**src/sv/fpba_pkg.sv**
```systemverilog
// ----------------------------------------------------------------------------
// fpba_pkg
// Types and constants shared by the fit-policy block allocator modules.
// ----------------------------------------------------------------------------
package fpba_pkg;

  // Fixed field widths of the item beats
  localparam int unsigned IdxBits   = 3;
  localparam int unsigned SpaceBits = 16;

  // Configuration register port
  localparam int unsigned CfgIdxBits  = 2;
  localparam int unsigned CfgDataBits = 4;

  typedef enum logic [CfgIdxBits-1:0] {
    CFG_POLICY_MODE   = 2'd0,
    CFG_BLOCKS_IN_USE = 2'd1
  } cfg_reg_e;

  // Allocation policies; the unused code behaves as first fit
  localparam logic [1:0] POLICY_FIRST = 2'd0;
  localparam logic [1:0] POLICY_BEST  = 2'd1;
  localparam logic [1:0] POLICY_WORST = 2'd2;

  // Item function codes
  localparam logic FUNC_LOAD    = 1'b0;
  localparam logic FUNC_REQUEST = 1'b1;

  localparam logic [3:0] BLOCKS_IN_USE_RST = 4'd8;

  typedef struct packed {
    logic                 func;
    logic [IdxBits-1:0]   block_index;
    logic [SpaceBits-1:0] load_space;
    logic [SpaceBits-1:0] request_size;
    logic                 end_of_batch;
  } in_item_t;

  typedef struct packed {
    logic                 granted;
    logic [IdxBits-1:0]   chosen_block;
    logic [SpaceBits-1:0] space_left;
    logic                 batch_end;
  } out_item_t;

  typedef struct packed {
    logic [1:0] policy_mode;
    logic [3:0] blocks_in_use;
  } cfg_t;

endpackage

```
**src/sv/fpba_space_ram.sv**
```systemverilog
// ----------------------------------------------------------------------------
// fpba_space_ram
// Free-space store: one write port and one read port with a registered read.
// A per-entry valid bit makes entries read as zero until they are written.
// ----------------------------------------------------------------------------
module fpba_space_ram #(
  parameter int unsigned BLOCKS    = 8,
  parameter int unsigned SIZE_BITS = 16
) (
  input  logic                                    clk_i,
  input  logic                                    rst_ni,
  input  logic                                    rd_en_i,
  input  logic [((BLOCKS > 1) ? $clog2(BLOCKS) : 1)-1:0] rd_addr_i,
  output logic [SIZE_BITS-1:0]                    rd_data_o,
  input  logic                                    wr_en_i,
  input  logic [((BLOCKS > 1) ? $clog2(BLOCKS) : 1)-1:0] wr_addr_i,
  input  logic [SIZE_BITS-1:0]                    wr_data_i
);

  logic [SIZE_BITS-1:0] mem [BLOCKS];
  logic [BLOCKS-1:0]    vld_q;
  logic [SIZE_BITS-1:0] rd_data_q;
  logic                 rd_vld_q;

  always_ff @(posedge clk_i or negedge rst_ni) begin
    if (!rst_ni) begin
      vld_q <= '0;
    end else if (wr_en_i) begin
      vld_q[wr_addr_i] <= 1'b1;
    end
  end

  always_ff @(posedge clk_i) begin
    if (wr_en_i) begin
      mem[wr_addr_i] <= wr_data_i;
    end
  end

  always_ff @(posedge clk_i) begin
    if (rd_en_i) begin
      rd_data_q <= mem[rd_addr_i];
      rd_vld_q  <= vld_q[rd_addr_i];
    end
  end

  assign rd_data_o = rd_vld_q ? rd_data_q : '0;

endmodule

```
**src/sv/fpba_ctrl.sv**
```systemverilog
// ----------------------------------------------------------------------------
// fpba_ctrl
// Sequencer: takes one item, scans the store one block per cycle for a
// request, writes the chosen or loaded block back and hands the result on.
// ----------------------------------------------------------------------------
module fpba_ctrl #(
  parameter int unsigned BLOCKS    = 8,
  parameter int unsigned SIZE_BITS = 16
) (
  input  logic                                    clk_i,
  input  logic                                    rst_ni,
  input  fpba_pkg::cfg_t                          cfg_i,
  input  logic                                    in_valid_i,
  output logic                                    in_stall_o,
  input  fpba_pkg::in_item_t                      in_data_i,
  output logic                                    res_valid_o,
  input  logic                                    res_ready_i,
  output fpba_pkg::out_item_t                     res_data_o,
  output logic                                    rd_en_o,
  output logic [((BLOCKS > 1) ? $clog2(BLOCKS) : 1)-1:0] rd_addr_o,
  input  logic [SIZE_BITS-1:0]                    rd_data_i,
  output logic                                    wr_en_o,
  output logic [((BLOCKS > 1) ? $clog2(BLOCKS) : 1)-1:0] wr_addr_o,
  output logic [SIZE_BITS-1:0]                    wr_data_o
);

  localparam int unsigned IdxW = (BLOCKS > 1) ? $clog2(BLOCKS) : 1;
  localparam int unsigned CntW = $clog2(BLOCKS + 1);

  typedef enum logic [3:0] {
    S_IDLE  = 4'b0001,
    S_SCAN  = 4'b0010,
    S_WRITE = 4'b0100,
    S_DONE  = 4'b1000
  } state_e;

  state_e               state_q, state_d;
  fpba_pkg::in_item_t   item_q, item_d;
  fpba_pkg::out_item_t  res_q, res_d;
  logic [CntW-1:0]      rd_cnt_q, rd_cnt_d;
  logic [CntW-1:0]      limit_q, limit_d;
  logic                 cmp_vld_q, cmp_vld_d;
  logic [IdxW-1:0]      cmp_idx_q, cmp_idx_d;
  logic                 have_q, have_d;
  logic [IdxW-1:0]      pick_q, pick_d;
  logic [SIZE_BITS-1:0] best_q, best_d;

  logic                 accept;
  logic                 issue;
  logic                 fits;
  logic                 take;
  logic                 load_ok;
  logic [SIZE_BITS-1:0] req_size;
  logic [SIZE_BITS-1:0] load_val;
  logic [SIZE_BITS-1:0] remain;

  assign accept   = in_valid_i && (state_q == S_IDLE);
  assign req_size = SIZE_BITS'(item_q.request_size);
  assign load_val = SIZE_BITS'(item_q.load_space);
  assign remain   = best_q - req_size;
  assign load_ok  = (32'(item_q.block_index) < 32'(BLOCKS));

  assign issue = (state_q == S_SCAN) && (rd_cnt_q < limit_q);
  assign fits  = cmp_vld_q && (rd_data_i >= req_size);

  // A later block replaces the current pick only on a strict improvement,
  // so ties stay with the lowest index.
  always_comb begin
    take = 1'b0;
    if (fits) begin
      if (!have_q) begin
        take = 1'b1;
      end else if (cfg_i.policy_mode == fpba_pkg::POLICY_BEST) begin
        take = rd_data_i < best_q;
      end else if (cfg_i.policy_mode == fpba_pkg::POLICY_WORST) begin
        take = rd_data_i > best_q;
      end
    end
  end

  always_comb begin
    state_d   = state_q;
    item_d    = item_q;
    res_d     = res_q;
    rd_cnt_d  = rd_cnt_q;
    limit_d   = limit_q;
    cmp_vld_d = issue;
    cmp_idx_d = rd_cnt_q[IdxW-1:0];
    have_d    = have_q;
    pick_d    = pick_q;
    best_d    = best_q;
    wr_en_o   = 1'b0;
    wr_addr_o = pick_q;
    wr_data_o = remain;

    if (take) begin
      have_d = 1'b1;
      pick_d = cmp_idx_q;
      best_d = rd_data_i;
    end
    if (issue) begin
      rd_cnt_d = rd_cnt_q + 1'b1;
    end

    unique case (state_q)
      S_IDLE: begin
        if (accept) begin
          item_d   = in_data_i;
          rd_cnt_d = '0;
          have_d   = 1'b0;
          if (32'(cfg_i.blocks_in_use) >= 32'(BLOCKS)) begin
            limit_d = CntW'(BLOCKS);
          end else begin
            limit_d = CntW'(cfg_i.blocks_in_use);
          end
          if (in_data_i.func == fpba_pkg::FUNC_REQUEST) begin
            state_d = S_SCAN;
          end else begin
            state_d = S_WRITE;
          end
        end
      end
      S_SCAN: begin
        if (!issue && !cmp_vld_q) begin
          state_d = S_WRITE;
        end
      end
      S_WRITE: begin
        res_d = '0;
        res_d.batch_end = item_q.end_of_batch;
        if (item_q.func == fpba_pkg::FUNC_LOAD) begin
          if (load_ok) begin
            wr_en_o          = 1'b1;
            wr_addr_o        = IdxW'(item_q.block_index);
            wr_data_o        = load_val;
            res_d.space_left = fpba_pkg::SpaceBits'(load_val);
          end
        end else if (have_q) begin
          wr_en_o            = 1'b1;
          res_d.granted      = 1'b1;
          res_d.chosen_block = fpba_pkg::IdxBits'(pick_q);
          res_d.space_left   = fpba_pkg::SpaceBits'(remain);
        end
        state_d = S_DONE;
      end
      S_DONE: begin
        if (res_ready_i) begin
          state_d = S_IDLE;
        end
      end
      default: begin
        state_d = S_IDLE;
      end
    endcase
  end

  always_ff @(posedge clk_i or negedge rst_ni) begin
    if (!rst_ni) begin
      state_q   <= S_IDLE;
      cmp_vld_q <= 1'b0;
    end else begin
      state_q   <= state_d;
      cmp_vld_q <= cmp_vld_d;
    end
  end

  always_ff @(posedge clk_i) begin
    item_q    <= item_d;
    res_q     <= res_d;
    rd_cnt_q  <= rd_cnt_d;
    limit_q   <= limit_d;
    cmp_idx_q <= cmp_idx_d;
    have_q    <= have_d;
    pick_q    <= pick_d;
    best_q    <= best_d;
  end

  assign in_stall_o  = (state_q != S_IDLE);
  assign res_valid_o = (state_q == S_DONE);
  assign res_data_o  = res_q;
  assign rd_en_o     = issue;
  assign rd_addr_o   = rd_cnt_q[IdxW-1:0];

endmodule

```
**src/sv/fit_policy_block_allocator.sv**
```systemverilog
// ----------------------------------------------------------------------------
// fit_policy_block_allocator
// Keeps the free space of a set of blocks and serves allocation requests
// under a first, best or worst fit policy.
//
//   Channel   Direction   Handshake                   Beat
//   in        input       in_valid_i / in_stall_o     fpba_pkg::in_item_t
//   out       output      out_valid_o / out_stall_i   fpba_pkg::out_item_t
//   cfg       input       cfg_we_i                    cfg_idx_i, cfg_data_i
//
// A load writes its block in the write state and then hands on its result.
// A request walks the single read port of the free-space memory one block per
// cycle over N = min(blocks_in_use, BLOCKS) blocks, then writes the pick.
// Reset empties the store at once through per-block valid bits.
// A result waiting on a stalled output does not stop the next item being taken;
// the item after that waits until the output register is free.
// ----------------------------------------------------------------------------
module fit_policy_block_allocator #(
  parameter int unsigned BLOCKS    = 8,
  parameter int unsigned SIZE_BITS = 16
) (
  input  logic                                clk_i,
  input  logic                                rst_ni,
  input  logic                                in_valid_i,
  output logic                                in_stall_o,
  input  fpba_pkg::in_item_t                  in_data_i,
  output logic                                out_valid_o,
  input  logic                                out_stall_i,
  output fpba_pkg::out_item_t                 out_data_o,
  input  logic                                cfg_we_i,
  input  logic [fpba_pkg::CfgIdxBits-1:0]     cfg_idx_i,
  input  logic [fpba_pkg::CfgDataBits-1:0]    cfg_data_i
);

  localparam int unsigned IdxW = (BLOCKS > 1) ? $clog2(BLOCKS) : 1;

  fpba_pkg::cfg_t      cfg_q;
  logic                out_valid_q;
  fpba_pkg::out_item_t out_data_q;

  logic                res_valid;
  logic                res_ready;
  fpba_pkg::out_item_t res_data;

  logic                 rd_en;
  logic [IdxW-1:0]      rd_addr;
  logic [SIZE_BITS-1:0] rd_data;
  logic                 wr_en;
  logic [IdxW-1:0]      wr_addr;
  logic [SIZE_BITS-1:0] wr_data;

  always_ff @(posedge clk_i or negedge rst_ni) begin
    if (!rst_ni) begin
      cfg_q.policy_mode   <= fpba_pkg::POLICY_FIRST;
      cfg_q.blocks_in_use <= fpba_pkg::BLOCKS_IN_USE_RST;
    end else if (cfg_we_i) begin
      if (cfg_idx_i == fpba_pkg::CFG_POLICY_MODE) begin
        cfg_q.policy_mode <= cfg_data_i[1:0];
      end else if (cfg_idx_i == fpba_pkg::CFG_BLOCKS_IN_USE) begin
        cfg_q.blocks_in_use <= cfg_data_i[3:0];
      end
    end
  end

  // Output register between the sequencer and the downstream side.
  assign res_ready = !out_valid_q || !out_stall_i;

  always_ff @(posedge clk_i or negedge rst_ni) begin
    if (!rst_ni) begin
      out_valid_q <= 1'b0;
    end else if (res_ready) begin
      out_valid_q <= res_valid;
    end
  end

  always_ff @(posedge clk_i) begin
    if (res_ready && res_valid) begin
      out_data_q <= res_data;
    end
  end

  assign out_valid_o = out_valid_q;
  assign out_data_o  = out_data_q;

  fpba_space_ram #(
    .BLOCKS    (BLOCKS),
    .SIZE_BITS (SIZE_BITS)
  ) u_ram (
    .clk_i     (clk_i),
    .rst_ni    (rst_ni),
    .rd_en_i   (rd_en),
    .rd_addr_i (rd_addr),
    .rd_data_o (rd_data),
    .wr_en_i   (wr_en),
    .wr_addr_i (wr_addr),
    .wr_data_i (wr_data)
  );

  fpba_ctrl #(
    .BLOCKS    (BLOCKS),
    .SIZE_BITS (SIZE_BITS)
  ) u_ctrl (
    .clk_i       (clk_i),
    .rst_ni      (rst_ni),
    .cfg_i       (cfg_q),
    .in_valid_i  (in_valid_i),
    .in_stall_o  (in_stall_o),
    .in_data_i   (in_data_i),
    .res_valid_o (res_valid),
    .res_ready_i (res_ready),
    .res_data_o  (res_data),
    .rd_en_o     (rd_en),
    .rd_addr_o   (rd_addr),
    .rd_data_i   (rd_data),
    .wr_en_o     (wr_en),
    .wr_addr_o   (wr_addr),
    .wr_data_o   (wr_data)
  );

endmodule
```
**config.mk**
```make
export PLATFORM = sky130hd
export DESIGN_NAME = fit_policy_block_allocator
export DESIGN_NICKNAME = d
export VERILOG_FILES = /design/src/sv/fpba_pkg.sv /design/src/sv/fpba_space_ram.sv /design/src/sv/fpba_ctrl.sv /design/src/sv/fit_policy_block_allocator.sv
export SDC_FILE = /design/constraint.sdc
export NUM_CORES = 1
export LEC_CHECK = 0
export ABC_AREA = 1
export BUFFER_PORTS_ARGS = -buffer_cell sky130_fd_sc_hd__buf_4
export CAP_MARGIN = 20
export CORE_MARGIN = 10
export CORE_UTILIZATION = 60
export DETAILED_ROUTE_END_ITERATION = 16
export GPL_TIMING_DRIVEN = 0
export PLACE_DENSITY = 0.81
export SLEW_MARGIN = 5
export SYNTH_ARGS = -nofsm -noshare
export SYNTH_HDL_FRONTEND = slang
export SYNTH_HIERARCHICAL = 1
export SYNTH_SLANG_ARGS = --single-unit
```
**constraint.sdc**
```tcl
create_clock -name clk_i -period 5.5 [get_ports clk_i]
set_input_delay 0.55 -clock clk_i [delete_from_list [all_inputs] [get_ports clk_i]]
set_output_delay 0.55 -clock clk_i [all_outputs]
set_load 0.1 [all_outputs]
```
==> impl_metrics.tcl <==
set metrics [dict create \
    rows 53 \
    holdCritPathClass "primary input to register" \
    comb_power_share 0.233 \
    syn_avg_cell_area_um2 10.1 \
    ys.warnings.count 6 \
    grt_max_degree 33 \
    slew_viol_final 0 \
    cts.sinks 275 \
    die_height_um 166 \
    cp-end-kind "register" \
    wl_per_cell_um 16.5 \
    hold_ws_ns 0.177 \
    syn_area_mm2 0.0128 \
    drive_gt1_frac 0.133 \
    fin_crit_ns 3.08 \
    drt_iter0_markers 674 \
    cp-start-kind "register" \
    syn_inst 1273 \
    crit_fanout 19 \
    clkSlewWorstSetupHoldPaths_ns 0.06 \
    post-route-drc-count 0 \
    swShare 0.306 \
    rsz0062_at_grt "false" \
    grt_pass1_wl_um 43600 \
    gp_congestion 0.891 \
    die_w_um 166 \
    setup_viol 0 \
    skew_ns 0.0151 \
    first_pass_iters 5 \
    post_dp_cell_area_mm2 0.0138 \
    clkLatencyLatePin_ns 0.55 \
    worstMarginPinSlew_ns 0.937 \
    io_pins 71 \
    period_share 0.561 \
    post-cts-setup-buffers 0 \
    synth_cell_type_count 41 \
    critPathKind "register to register" \
    outcome "completed" \
    grt_usage 0.191 \
    yosys-top-cells-area "edfxtp_1 (58%), nand2_1 (12%), inv_1 (7.0%)" \
    synthToLayoutAreaGrowth_pct 15.6 \
    ir_drop_v 0.000257 \
    root_buffer "clkbuf_16" \
    viasPerCell 5.25 \
    ant_nets 0 \
    port_buffers 69 \
    fin_area_mm2 0.0148 \
    slew_headroom 0.374 \
    cts_hold_buf 1 \
    cts_buffer_depth 3 \
    synth_fp_nets 1373 \
    internal_power_mw 4.30 \
    antenna_cells 0 \
    pwr-share-clk 0.320 \
    ys_seq_area_frac 0.629 \
    cts_tree "yes" \
    required_ns 5.67 \
    final_nets 1486 \
    cts_resized 0 \
    core_area_mm2 0.0210 \
    fin_tns_setup_ns 0 \
    clock.fmax_mhz 324 \
    synth_top_area_share 0.578 \
    leakagePower_nw 6.86 \
    antenna_found_initial 0 \
    maxCapViolations 0 \
    hold_viol 0 \
    power_switching_mw 1.89 \
    cts-buffers-inserted 29 \
    dieArea_mm2 0.0277 \
    globalRouteOverflowTotal 0 \
    grt_pass1_vias 8578 \
    h-tree-depth 1 \
    cellPowerDensity_mw_per_mm2 417 \
    totalWireLength_um 27700 \
    vias 8836 \
    synth_seq_cells 275 \
    start_util 0.611 \
    synth_top_area_cell "edfxtp_1" \
    critPathArrivalTime_ns 3.25 \
    dp_hpwl_um 20300 \
    power_frac_seq 0.447 \
]
==> worst paths after layout <==
path	cells past startpoint	start	end	slack (ns)
setup / recovery	12	u_ram/rd_vld_q	u_ctrl/best_q[15]	2.42
hold / removal	1	in_data_i[18]	u_ctrl/load_val[1]	0.18
setup reg to reg	12	u_ram/rd_vld_q	u_ctrl/best_q[15]	2.42
hold reg to reg	0	u_ctrl/cmp_idx_q[1]	u_ctrl/pick_q[1]	0.40
max in group asynchronous	2	rst_ni	cfg_q[3]	4.80
min in group asynchronous	2	rst_ni	out_valid_o	0.42
==> power groups by stage <==
stage	Combinational (mW)	Sequential [mW]	Clock, mW
floorplan	0.880	2.86	0
global placement	1.31	2.81	0
detailed placement	1.40	2.81	0
CTS	1.41	2.77	2.00
global route	1.59	2.78	2.10
finish	1.44	2.77	1.98
==> synth_stat cells <==
master,n
a21o_1,4
a21oi_1,31
a21oi_2,1
a22o_1,1
and3b_1,1
buf_1,1
buf_12,1
buf_2,17
buf_4,6
buf_6,6
clkbuf_1,6
clkinv_1,1
clkinv_2,1
clkinv_4,1
dfrtp_1,18
dfstp_2,2
dfxtp_1,8
edfxtp_1,247
fa_1,1
ha_1,51
inv_1,239
inv_2,5
nand2_1,397
nand2_2,2
nand2_4,1
nand3_1,109
nand3_2,2
nand3b_1,6
nand4_1,9
nand4_2,1
nor2_1,42
nor2_2,3
nor3_2,1
nor3_4,2
o21ai_0,31
o21ai_1,1
o21ai_2,7
o22ai_1,1
or2_1,2
xnor2_1,3
xor2_1,4
==> worst max-delay path, stage by stage, from the launching register on <==
cell and delay [ns]:
edfxtp_1 0.31, clkbuf_1 0.25, buf_2 0.27, nand2_1 0.09, inv_1 0.13, ha_1 0.24, nand2_1 0.08, o21ai_0 0.12
a21oi_1 0.34, nand3_1 0.12, nand3_1 0.10, nand2_1 0.05, inv_1 0.58
==> layer usage <==
| layer | track usage | wire [um] | up-vias |
|---|---|---|---|
| met4 | 0.0657 | 929 | 0 |
| met3 | 0.0301 | 1790 | 74 |
| met5 | 0 | 0 | - |
| li1 | - | - | 4330 |
| met2 | 0.331 | 13600 | 305 |
| met1 | 0.238 | 11300 | 4127 |
==> flip-flops by register name, summed over array words and instances, names as in the netlist, 5 cells and up <==
signal / flops
u_ram/mem: 128
u_ctrl/req_size: 16
u_ctrl/load_val: 16
u_ram/vld_q: 8
u_ctrl/res_data_o: 21
out_data_o: 21
cfg_q: 6
u_ctrl/item_q: 5
u_ctrl/best_q: 16
u_ram/rd_data_q: 16
==> cell type report <==
class / instances / area [um2]
plain buffers: 37 / 244
clock buffers: 36 / 762
clock inverters: 17 / 210
fillers: 1411 / 6180
inverters: 247 / 933
multi-input cells: 714 / 3600
flip-flops and latches: 275 / 8080
well taps: 275 / 344
repair buffers: 82 / 664
==> through the flow <==
stage,setup slack [ns],instances,total power [mW],util
global route,2.18,1683,6.47,0.706
CTS,1.90,1680,6.18,0.705
finish,2.42,1683,6.19,0.706
global placement,1.62,1617,4.12,0.652
detailed placement,1.93,1626,4.21,0.658
floorplan,2.38,1273,3.74,-
==> kinds of logic (layout without fill, tap and decap cells) <==
kind of cell	count (synthesis)	count (layout)	share of synthesized area
AND/OR/NAND/NOR	578	578	0.190
buffers and inverters	284	419	0.0917
flip-flops	275	275	0.629
AO/OA/AOI/OAI	77	77	0.0335
adder cells (fa/ha/maj)	52	52	0.0513
XOR/XNOR	7	7	0.00477
==> layout by cell type, fill, tap and decap left out, types with 3 or more instances in the layout <==
cell | synthesis | routed
nand2_1 | 397 | 397
edfxtp_1 | 247 | 247
inv_1 | 239 | 239
nand3_1 | 109 | 109
buf_4 | 6 | 79
ha_1 | 51 | 51
nor2_1 | 42 | 38
o21ai_0 | 31 | 31
a21oi_1 | 31 | 30
clkbuf_16 | 0 | 29
dfrtp_1 | 18 | 18
buf_2 | 17 | 17
clkbuf_1 | 6 | 12
nand4_1 | 9 | 9
dfxtp_1 | 8 | 8
buf_6 | 6 | 7
o21ai_2 | 7 | 7
nor2_2 | 3 | 6
clkinv_1 | 1 | 6
clkinv_2 | 1 | 6
nand3b_1 | 6 | 6
bufinv_16 | 0 | 5
inv_2 | 5 | 5
a21o_1 | 4 | 4
xor2_1 | 4 | 4
buf_8 | 0 | 4
xnor2_1 | 3 | 3
(Power assumes the default switching activity.)
